**src/rtl/wvm_pkg.sv**
```systemverilog
`timescale 1ns / 1ps
`default_nettype none
// ----------------------------------------------------------------------------
// wvm_pkg - shared types and constants for the wind vector mean block
// Angle table, CORDIC gain and the word passed from front to back.
// ----------------------------------------------------------------------------
package wvm_pkg;

  localparam int TabLen = 24;
  localparam logic [29:0] GainQ30 = 30'd652032874;
  localparam logic [35:0] Half180 = 36'd1179648000;  // 18000 * 65536

  typedef struct packed {
    logic [15:0] speed;
    logic [15:0] direction;
    logic        restart;
  } sample_t;

  function automatic logic [35:0] atan_entry(input logic [4:0] idx);
    logic [35:0] r;
    case (idx)
      5'd0: r = 36'd294912000;
      5'd1: r = 36'd174096719;
      5'd2: r = 36'd91987925;
      5'd3: r = 36'd46694507;
      5'd4: r = 36'd23437865;
      5'd5: r = 36'd11730358;
      5'd6: r = 36'd5866610;
      5'd7: r = 36'd2933484;
      5'd8: r = 36'd1466765;
      5'd9: r = 36'd733385;
      5'd10: r = 36'd366693;
      5'd11: r = 36'd183346;
      5'd12: r = 36'd91673;
      5'd13: r = 36'd45837;
      5'd14: r = 36'd22918;
      5'd15: r = 36'd11459;
      5'd16: r = 36'd5730;
      5'd17: r = 36'd2865;
      5'd18: r = 36'd1432;
      5'd19: r = 36'd716;
      5'd20: r = 36'd358;
      5'd21: r = 36'd179;
      5'd22: r = 36'd90;
      5'd23: r = 36'd45;
      default: r = 36'd0;
    endcase
    return r;
  endfunction

endpackage
`default_nettype wire

```
**src/rtl/wvm_queue.sv**
```systemverilog
`timescale 1ns / 1ps
`default_nettype none
// ----------------------------------------------------------------------------
// wvm_queue - input front and two-entry queue
// Accepts sample words and holds them until the back end takes one.
// ----------------------------------------------------------------------------
module wvm_queue (
  input  wire logic             clk,
  input  wire logic             rst,
  input  wire logic             in_valid,
  output logic                  in_ready,
  input  wire wvm_pkg::sample_t in_word,
  output logic                  out_valid,
  input  wire logic             out_ready,
  output wvm_pkg::sample_t      out_word
);

  wvm_pkg::sample_t slot [2];
  logic             rd_ptr;
  logic             wr_ptr;
  logic [1:0]       fill;
  logic             push;
  logic             pop;

  assign in_ready  = (fill != 2'd2);
  assign out_valid = (fill != 2'd0);
  assign out_word  = slot[rd_ptr];
  assign push      = in_valid && in_ready;
  assign pop       = out_valid && out_ready;

  always_ff @(posedge clk) begin
    if (push) begin
      slot[wr_ptr] <= in_word;
    end
    if (rst) begin
      rd_ptr <= 1'b0;
      wr_ptr <= 1'b0;
      fill   <= 2'd0;
    end else begin
      if (push) wr_ptr <= ~wr_ptr;
      if (pop) rd_ptr <= ~rd_ptr;
      if (push && !pop) fill <= fill + 2'd1;
      else if (pop && !push) fill <= fill - 2'd1;
    end
  end

endmodule
`default_nettype wire

```
**src/rtl/wvm_core.sv**
```systemverilog
`timescale 1ns / 1ps
`default_nettype none
// ----------------------------------------------------------------------------
// wvm_core - back end: CORDIC rotation, accumulate, vectoring, mean
// One shared CORDIC datapath iterated per step, then a serial divider.
// ----------------------------------------------------------------------------
module wvm_core #(
  parameter int MAX_SAMPLES  = 255,
  parameter int CORDIC_STEPS = 16
) (
  input  wire logic             clk,
  input  wire logic             rst,
  input  wire logic             in_valid,
  output logic                  in_ready,
  input  wire wvm_pkg::sample_t in_word,
  output logic                  res_valid,
  input  wire logic             res_ready,
  output logic [15:0]           avg_speed,
  output logic [15:0]           avg_direction,
  output logic [7:0]            samples_taken,
  output logic                  count_full
);

  localparam int Steps = (CORDIC_STEPS > wvm_pkg::TabLen) ? wvm_pkg::TabLen : CORDIC_STEPS;
  localparam logic [4:0] LastStep = 5'(Steps - 1);
  localparam logic [7:0] MaxTally = 8'(MAX_SAMPLES);
  localparam int DW = 12;  // divisor 16n fits in 12 bits
  localparam int NW = 44;  // numerator width

  typedef enum logic [3:0] {
    S_IDLE, S_PREP, S_MUL, S_ROT, S_ACC, S_VSET, S_VEC, S_MAG,
    S_DIVSET, S_DIV, S_FIN, S_OUT
  } state_t;

  state_t         state;
  logic signed [47:0] x, y;
  logic signed [39:0] z;
  logic [4:0]     step;
  logic           flip;
  logic signed [25:0] sum_east, sum_north;
  logic [7:0]     sample_tally;
  logic [15:0]    spd_in;
  logic [NW-1:0]  num;
  logic [NW-1:0]  rem;
  logic [5:0]     bitc;
  logic [NW-1:0]  quo;
  logic [DW-1:0]  dvs;
  logic signed [16:0] dsig;

  logic signed [47:0] dx, dy;
  logic signed [39:0] at;
  logic signed [25:0] uc, vc;
  logic [NW:0]    trial;
  logic signed [23:0] zr;
  logic signed [24:0] dirv;
  logic [15:0]    dfold;
  logic [61:0]    mprod;

  function automatic logic signed [25:0] comp_sat(input logic signed [47:0] v);
    logic signed [47:0] r;
    r = (v + 48'sd8192) >>> 14;
    if (r > 48'sd65535) return 26'sd65535;
    if (r < -48'sd65535) return -26'sd65535;
    return r[25:0];
  endfunction

  assign dx = y >>> step;
  assign dy = x >>> step;
  assign at = $signed({4'd0, wvm_pkg::atan_entry(step)});
  assign uc = comp_sat(y);
  assign vc = comp_sat(x);
  assign trial = {rem[NW-1:0], num[NW-1]} - {{(NW+1-DW){1'b0}}, dvs};
  assign zr = 24'((z + 40'sd32768) >>> 16);
  assign dirv = 25'sd27000 - 25'(zr);
  // vectored magnitude stays below 2^31, so the low 32 bits of x suffice
  assign mprod = 62'(x[31:0]) * 62'(wvm_pkg::GainQ30);

  always_comb begin
    logic signed [24:0] t;
    t = dirv;
    // fold into 0..35999; angle stays within a few turns
    if (t < 0) t = t + 25'sd36000;
    if (t < 0) t = t + 25'sd36000;
    if (t >= 25'sd36000) t = t - 25'sd36000;
    if (t >= 25'sd36000) t = t - 25'sd36000;
    dfold = t[15:0];
  end

  assign in_ready = (state == S_IDLE);

  always_ff @(posedge clk) begin
    if (rst) begin
      state        <= S_IDLE;
      res_valid    <= 1'b0;
      sum_east     <= '0;
      sum_north    <= '0;
      sample_tally <= '0;
    end else begin
      unique case (state)
        S_IDLE: begin
          if (in_valid) begin
            spd_in <= in_word.speed;
            dsig   <= {1'b0, in_word.direction};
            if (in_word.restart) begin
              sum_east     <= '0;
              sum_north    <= '0;
              sample_tally <= '0;
            end
            state <= S_PREP;
          end
        end
        S_PREP: begin
          // reduce modulo 36000 by compare-subtract, then fold to +-9000
          logic signed [16:0] d;
          logic               f;
          d = dsig;
          f = 1'b0;
          if (d >= 17'sd36000) d = d - 17'sd36000;
          if (d >= 17'sd18000) d = d - 17'sd36000;
          if (d > 17'sd9000) begin
            d = d - 17'sd18000;
            f = 1'b1;
          end else if (d < -17'sd9000) begin
            d = d + 17'sd18000;
            f = 1'b1;
          end
          flip <= f;
          z <= 40'(d) <<< 16;
          if (sample_tally < MaxTally) state <= S_MUL;
          else state <= S_VSET;
        end
        S_MUL: begin
          x    <= $signed({16'd0, 32'((48'(spd_in) * 48'(wvm_pkg::GainQ30)) >> 16)});
          y    <= '0;
          step <= '0;
          state <= S_ROT;
        end
        S_ROT: begin
          if (z >= 0) begin
            x <= x - dx; y <= y + dy; z <= z - at;
          end else begin
            x <= x + dx; y <= y - dy; z <= z + at;
          end
          if (step == LastStep) state <= S_ACC;
          step <= step + 5'd1;
        end
        S_ACC: begin
          if (flip) begin
            sum_east  <= sum_east + uc;
            sum_north <= sum_north + vc;
          end else begin
            sum_east  <= sum_east + comp_sat(-y);
            sum_north <= sum_north + comp_sat(-x);
          end
          sample_tally <= sample_tally + 8'd1;
          state <= S_VSET;
        end
        S_VSET: begin
          step <= '0;
          if (sum_east < 0) begin
            x <= -(48'(sum_east) <<< 4);
            y <= -(48'(sum_north) <<< 4);
            z <= $signed({4'd0, wvm_pkg::Half180});
          end else begin
            x <= 48'(sum_east) <<< 4;
            y <= 48'(sum_north) <<< 4;
            z <= '0;
          end
          state <= S_VEC;
        end
        S_VEC: begin
          if (y > 0) begin
            x <= x + dx; y <= y - dy; z <= z + at;
          end else begin
            x <= x - dx; y <= y + dy; z <= z - at;
          end
          if (step == LastStep) state <= S_MAG;
          step <= step + 5'd1;
        end
        S_MAG: begin
          if (x < 0) x <= '0;
          state <= S_DIVSET;
        end
        S_DIVSET: begin
          logic [11:0] n;
          n = (sample_tally == 8'd0) ? 12'd1 : {4'd0, sample_tally};
          num  <= NW'(mprod >> 30) + NW'({n, 3'd0});
          dvs  <= DW'({n, 4'd0});
          rem  <= '0;
          quo  <= '0;
          bitc <= 6'(NW);
          state <= S_DIV;
        end
        S_DIV: begin
          if (!trial[NW]) begin
            rem <= trial[NW-1:0];
            quo <= {quo[NW-2:0], 1'b1};
          end else begin
            rem <= {rem[NW-2:0], num[NW-1]};
            quo <= {quo[NW-2:0], 1'b0};
          end
          num  <= {num[NW-2:0], 1'b0};
          bitc <= bitc - 6'd1;
          if (bitc == 6'd1) state <= S_FIN;
        end
        S_FIN: begin
          logic [15:0] s;
          s = (quo > NW'(16'hFFFF)) ? 16'hFFFF : quo[15:0];
          avg_speed     <= s;
          avg_direction <= (s == 16'd0) ? 16'd0 : dfold;
          samples_taken <= sample_tally;
          count_full    <= (sample_tally >= MaxTally);
          res_valid     <= 1'b1;
          state         <= S_OUT;
        end
        S_OUT: begin
          if (res_ready) begin
            res_valid <= 1'b0;
            state     <= S_IDLE;
          end
        end
        default: state <= S_IDLE;
      endcase
    end
  end

endmodule
`default_nettype wire

```
**src/rtl/wind_vector_mean.sv**
```systemverilog
`timescale 1ns / 1ps
`default_nettype none
// ----------------------------------------------------------------------------
// wind_vector_mean - running vector mean of wind samples
// Polar sample in, mean speed and direction of all samples since restart out.
// ----------------------------------------------------------------------------
// Usage:
//   s_axis carries one sample word: speed, direction and a restart flag in
//   tuser. Each accepted word yields exactly one m_axis word with the mean
//   speed, the mean direction, the sample count and a saturation flag.
//   From s_axis accept to m_axis_tvalid a word passes the queue, one
//   rotation pass of the shared CORDIC unit, one vectoring pass, then a
//   44-bit restoring divider that yields one quotient bit a cycle. A word
//   that finds the count full skips the rotation. The back end works on
//   one word at a time.
//   A two-word queue in front lets the source hand over words while the
//   back end is busy or the sink stalls. A stalled result holds m_axis
//   stable; the back end waits until it is taken.
//   Reset (rst, synchronous) clears sums, count, queue and m_axis_tvalid.
//   Once the count reaches MAX_SAMPLES further samples leave the sums
//   unchanged and count_full is 1, until a restart word arrives.
// ----------------------------------------------------------------------------
module wind_vector_mean #(
  parameter int MAX_SAMPLES  = 255,
  parameter int CORDIC_STEPS = 16
) (
  input  wire logic        clk,
  input  wire logic        rst,
  input  wire logic        s_axis_tvalid,
  output logic             s_axis_tready,
  input  wire logic [31:0] s_axis_tdata,   // [15:0] speed_in, [31:16] direction_in
  input  wire logic        s_axis_tuser,   // restart
  output logic             m_axis_tvalid,
  input  wire logic        m_axis_tready,
  output logic [39:0]      m_axis_tdata,   // [15:0] avg_speed, [31:16] avg_direction,
                                           // [39:32] samples_taken
  output logic             m_axis_tuser    // count_full
);

  wvm_pkg::sample_t in_word;
  wvm_pkg::sample_t q_word;
  logic             q_valid;
  logic             q_ready;
  logic [15:0]      avg_speed;
  logic [15:0]      avg_direction;
  logic [7:0]       samples_taken;

  assign in_word.speed     = s_axis_tdata[15:0];
  assign in_word.direction = s_axis_tdata[31:16];
  assign in_word.restart   = s_axis_tuser;

  wvm_queue u_queue (
    .clk       (clk),
    .rst       (rst),
    .in_valid  (s_axis_tvalid),
    .in_ready  (s_axis_tready),
    .in_word   (in_word),
    .out_valid (q_valid),
    .out_ready (q_ready),
    .out_word  (q_word)
  );

  wvm_core #(
    .MAX_SAMPLES  (MAX_SAMPLES),
    .CORDIC_STEPS (CORDIC_STEPS)
  ) u_core (
    .clk           (clk),
    .rst           (rst),
    .in_valid      (q_valid),
    .in_ready      (q_ready),
    .in_word       (q_word),
    .res_valid     (m_axis_tvalid),
    .res_ready     (m_axis_tready),
    .avg_speed     (avg_speed),
    .avg_direction (avg_direction),
    .samples_taken (samples_taken),
    .count_full    (m_axis_tuser)
  );

  assign m_axis_tdata = {samples_taken, avg_direction, avg_speed};

endmodule
`default_nettype wire

```
**config.mk**
```make
export PLATFORM = sky130hd
export DESIGN_NAME = wind_vector_mean
export DESIGN_NICKNAME = d
export VERILOG_FILES = /design/src/rtl/wvm_pkg.sv /design/src/rtl/wvm_queue.sv /design/src/rtl/wvm_core.sv /design/src/rtl/wind_vector_mean.sv
export SDC_FILE = /design/constraint.sdc
export NUM_CORES = 2
export LEC_CHECK = 0
export ABC_AREA = 1
export BUFFER_PORTS_ARGS = -buffer_cell sky130_fd_sc_hd__buf_4
export CAP_MARGIN = 15
export CORE_ASPECT_RATIO = 0.8
export CORE_UTILIZATION = 44
export CTS_CLUSTER_DIAMETER = 120
export DETAILED_ROUTE_END_ITERATION = 16
export PLACE_DENSITY = 0.66
export SETUP_SLACK_MARGIN = 0.02
export SLEW_MARGIN = 30
export SYNTH_ARGS = -nofsm -noshare
export SYNTH_HDL_FRONTEND = slang
export SYNTH_SLANG_ARGS = --single-unit
export TNS_END_PERCENT = 50
```
**constraint.sdc**
```tcl
create_clock -name clk -period 33.3 [get_ports clk]
set_clock_uncertainty 0.2 [all_clocks]
set_input_delay 3.33 -clock clk [delete_from_list [all_inputs] [get_ports clk]]
set_output_delay 3.33 -clock clk [all_outputs]
set_load 0.005 [all_outputs]
```
======== Word-level counts from Yosys, hierarchy flattened ========
Memories as Yosys holds them, arrays and structs flattened. A register that Yosys moved wholly into a read port is not among the register bits.
Cells that the tools add are included.
operators by class
  shifts and indexed selects .............. 2
  magnitude comparators ................... 23
  $mul .................................... 2
  reductions and logical operators ........ 32
  bitwise operators ....................... 3
  add/sub/neg operators ................... 35
  equal/unequal tests ..................... 21
  muxes and demuxes ....................... 106
operator list
  cell                      number
  $mux W26                  26
  $mux W48                  7
  $pmux W44 S2              3
  $pmux W48 S5              1
  $add A48 B15 Y48 const B  4
  $pmux W48 S4              1
  $pmux W40 S4              1
  $gt A34 B17 Y1 const B    4
  $lt A34 B17 Y1 const B    4
  $mux W17                  8
  $add A26 B26 Y26          4
  $pmux W26 S2              2
  $add A48 B48 Y48          2
  $neg A30 Y48              2
  $neg A48 Y48              2
  $sshr A48 B5 Y48          2
  $sub A48 B48 Y48          2
  $mux W40                  2
  $mux W25                  3
  $mul A32 B29 Y61 const B  1
  $add A25 B17 Y25 const B  2
  $ge A25 B17 Y1 const B    2
  $lt A25 B1 Y1 const B     2
  $gt A48 B1 Y1 const B     1
  63 further kinds          136
word-level totals
  output and inout port bits .............. 43
  memory bits (read-only) ................. 928
  bits in registers ....................... 430
  RAM bits ................................ 66
  memories kept ........................... 2
memories
  memory            depth  bits a word  rd ports  clocked after memory_dff  wr ports  RTL line         text
  (name not given)  32     29           1         1                         0         wvm_pkg.sv:21    case (idx)
  u_queue.slot      2      33           1         1                         1         wvm_queue.sv:18  wvm_pkg::sample_t slot [2];

======== Logic depth before layout (Yosys ltp) ========
  word-level depth ........................ 19
  gate-level depth with buffers ........... 56

======== Modules after synthesis ========
A second synthesis with hierarchy kept.
second synthesis, totals
  cells, all modules ...................... 10672
  area total of the unflattened synthesis .. 79331.1 um^2
by module, submodules not included
  module     times used  area each (um^2)  cells an instance  seq. area each (um^2)
  wvm_core   1           76554.7           10532              12722.2
  wvm_queue  1           2776.4            140                2082.0

======== Worst setup path after synthesis ========
No wires, ideal clock.
  path kind ............................... input port to flip-flop
  start point ............................. in rst
  end point ............................... reg u_core.bitc[0], enable pin
  library setup time ...................... 0.804 ns
  data arrival time ....................... 12.949 ns
  stages on the path ...................... 2
  slack ................................... 19.347 ns
  cells stage by stage .................... clkbuf_1 -> nor3_1
between the ends
  cells in the longest elaborated chain, start to end .. 2
ends and longest elaborated chain
  item                         RTL line                text
  start, declared              wind_vector_mean.sv:28  input wire logic rst,
  $not A1 Y1 (no line)         --
  $reduce_and A2 Y1 (no line)  --
  end signal, assigned         wvm_core.sv:191         bitc <= 6'(NW);
  end signal, assigned         wvm_core.sv:203         bitc <= bitc - 6'd1;
  end, declared                wvm_core.sv:45          logic [5:0] bitc;
Every way passes these cells.
A chain may end at the register's enable or synchronous reset.

======== Worst setup path after layout ========
  start point ............................. reg u_core.x[12]
  end point ............................... reg u_core.num[24] (data pin)
between the ends
  cells in the longest elaborated chain, start to end .. 3
ends and longest elaborated chain
  item                    RTL line         text
  start, declared         wvm_core.sv:36   logic signed [47:0] x, y;
  start signal, assigned  wvm_core.sv:133  x <= $signed({16'd0, 32'((48'(spd_in) * 48'(wvm_pkg::GainQ30)) >> 16)});
  start signal, assigned  wvm_core.sv:140  x <= x - dx; y <= y + dy; z <= z - at;
  start signal, assigned  wvm_core.sv:142  x <= x + dx; y <= y - dy; z <= z + at;
  $mul A32 B29 Y61        wvm_core.sv:76   assign mprod = 62'(x[31:0]) * 62'(wvm_pkg::GainQ30);
  $add A32 B15 Y33        wvm_core.sv:187  num <= NW'(mprod >> 30) + NW'({n, 3'd0});
  $pmux W44 S2            wvm_core.sv:99   unique case (state)
  end signal, assigned    wvm_core.sv:187
  end signal, assigned    wvm_core.sv:202  num <= {num[NW-2:0], 1'b0};
  end, declared           wvm_core.sv:43   logic [NW-1:0] num;
Every way passes these cells.

==> flow_metrics.py <==
metrics = {
    "clock_tree": {
        "clock_latency_ns": 0.70,
        "htreeDepth": 3,
        "clock_path_buffers": 3,
        "cts_setup_buffers": 0,
        "cts_root_buf": "clkbuf_16",
        "cts_resized": 0,
        "numCtsBuffers": 67,
        "tritoncts": "built",
        "cts.sinks": 526,
        "hold_buffers": 0,
        "cts.clk_slew.worst_paths_ns": 0.06,
    },
    "logic_synthesis": {
        "ys.flop_type": "edfxtp_1",
        "yosysMostFrequentCell": "inv_1",
        "yosysTopAreaCell": "fa_1",
        "synthCells": 10700,
        "yosysUniqueCellTypes": 77,
        "async_reset_ff_share_pct": 0,
        "syn-num-nets": 12200,
        "post_synth.cell_area_avg_um2": 7.35,
        "synth-edff-count": 427,
        "synth.area.top_cells": "fa_1, edfxtp_1, ha_1",
        "syn_area_mm2": 0.0785,
        "ys_warn_count": 0,
        "ys_seq_elements": 526,
        "synth_common_cells": "inv_1, nand2_1, ha_1, nor2_1, a21oi_1",
        "synth_top_area_share_pct": 16.6,
        "seq_area_frac_synth_pct": 18.9,
    },
    "route": {
        "vias": 72100,
        "vias_per_cell": 5.52,
        "postRouteAntennaNets": 0,
        "drt_pass1_iterations": 7,
        "drc": 0,
        "dr.first_iter.drc_count": 7948,
        "wl_mm": 264,
        "wl_per_cell_um": 20.2,
    },
    "critical_path": {
        "crit_path_end_kind": "flip-flop",
        "critPathMaxFanout": 14,
        "rr_endpoint": "u_core.num[24]",
        "crit_buf_inv": 11,
        "slowest_stage": "edfxtp_1",
        "rr_startpoint": "u_core.x[12]",
        "max_stage_delay_ns": 0.98,
        "cp-start-kind": "flip-flop",
        "rrSetupSlack_ns": 22.58,
        "path_class": "reg -> reg",
        "reg2reg_depth": 48,
        "critPathArrivalTime_ns": 10.97,
        "critPathTopFamily": "adder cells",
        "cpMostUsedCell": "inv_1",
        "cp.required_ns": 33.55,
    },
    "global_route": {
        "antenna_found_initial": 4,
        "grt_first_pass_wirelength_mm": 404,
        "grt_pass1_vias": 67900,
        "overflow": 0,
        "grt_max_degree": 179,
        "grt_use_total_pct": 29.0,
    },
    "run_status": {
        "status": "completed",
    },
    "floorplanning": {
        "num_rows": 138,
        "die_h_um": 380,
        "coreArea_mm2": 0.177,
        "initial_core_util_pct": 44.4,
        "die_area_mm2": 0.180,
        "ios": 80,
        "die_w_um": 474,
    },
    "timing": {
        "min_period_ns": 10.72,
        "clock.fmax_mhz": 93.3,
        "fin_crit_sh_pct": 32.2,
        "drv_slew": 0,
        "tns_ns": 0,
        "setup_viol": 0,
        "tightest_slew_ns": 1.10,
        "hold_viol": 0,
        "timing.slew.headroom_pct": 25.6,
        "rsz0062_at_grt": "no",
    },
    "worst_hold_path": {
        "hold_class": "reg -> reg",
        "hp-start": "u_queue.rd_ptr",
        "hold_depth": 2,
    },
    "layout": {
        "antenna_cells": 0,
        "area_growth_pct": 6.94,
        "drive_gt1_share_pct": 4.75,
        "nNetsFinal": 12200,
        "final.fill_count": 17700,
    },
    "run": {
        "cap_violations": 0,
    },
    "placement": {
        "io_buffers": 79,
        "dpl.hpwl_mm": 215,
        "finalWeightedCongestion": 1.01,
    },
}
-- per-stage QoR --
| step | area (um^2) | setup WS, ns | hold WS, ns | util (%) | instances |
|---|---|---|---|---|---|
| finish | 84000 | 22.58 | 0.277 | 47.4 | 13100 |
| global route | 84000 | 21.97 | 0.303 | 47.4 | 13100 |
| CTS | 83900 | 22.77 | 0.280 | 47.4 | 13000 |
| detailed placement | 81700 | 22.80 | 0.270 | 46.1 | 12900 |
| global placement | 81700 | 22.59 | 0.258 | 46.1 | 12900 |
| floorplan | 78500 | 19.35 | 0.248 | - | 10700 |
-- worst reg2reg max path: cells and delay by family, from the launching register on --
family | cells | cell delay (ns)
compound gates | 12 | 2.20
xor+xnor | 1 | 0.18
fa+ha+maj | 10 | 4.03
buf+inv | 11 | 0.99
flops | 1 | 0.98
simple gates | 14 | 1.87
-- cell families after synthesis --
family                     Yosys count  synth area share [%]
and+or+nand+nor                   3919                  21.4
buffers and inverters             2425                  11.7
AOI/OAI and AO/OA                 1946                  13.6
adders and majority gates         1531                  30.6
DFF                                526                  18.9
xor gates and xnor gates           253                  2.83
muxes                               79                  1.01
-- placed cells by master (no fill, tap or decap), types with 222 or more instances in the layout --
master    Yosys  layout
inv_1      2116    2109
nand2_1    1982    1981
ha_1        880     880
nor2_1      878     869
a21oi_1     810     809
o21ai_0     768     764
fa_1        651     651
nand3_1     498     498
edfxtp_1    427     427
xor2_1      222     222
-- worst max-delay path by stage --
stage | start | to | cells past startpoint
3_5_place_dp | u_core.x[14] | u_core.num[24] | 45
4_1_cts | u_core.x[14] | u_core.num[24] | 45
3_3_place_gp | u_core.x[14] | u_core.num[24] | 45
6_report | u_core.x[12] | u_core.num[24] | 48
2_1_floorplan | rst | u_core.bitc[0] | 2
5_1_grt | u_core.x[12] | u_core.num[30] | 48
-- area by class of cell --
cell class                 instances  area, um^2  share of cell area, %
tap                             2380        2980                   3.55
multi-input combinational       7728       54700                   65.1
clock inverter                    38         383                  0.456
sequential                       526       14800                   17.6
clock buffer                      83        1810                   2.15
inverter                        2142        8050                   9.59
timing repair buffer             155        1250                   1.49
-- routing by layer --
metal | GRT usage, % | part of all wire, % | up-vias
met5 | 0 | 0.027 | -
met2 | 41.6 | 41 | 2928
met1 | 44.5 | 47 | 34400
li1 | - | - | 34400
met4 | 7.37 | 2.7 | 10
met3 | 4.72 | 8.9 | 351
-- registers in the layout (all words and copies together) (netlist names), 26 cells and up, named ones only --
signal	cells
u_core.sum_east	26
u_core.rem	44
u_core.quo	44
u_core.sum_north	26
u_core.z	40
u_core.y	48
u_core.at	29
u_queue.slot	66
u_core.x	48
u_core.num	44
Power is not shown: default switching activity piles up to over one toggle a cycle in this logic, so the estimate is an artifact.
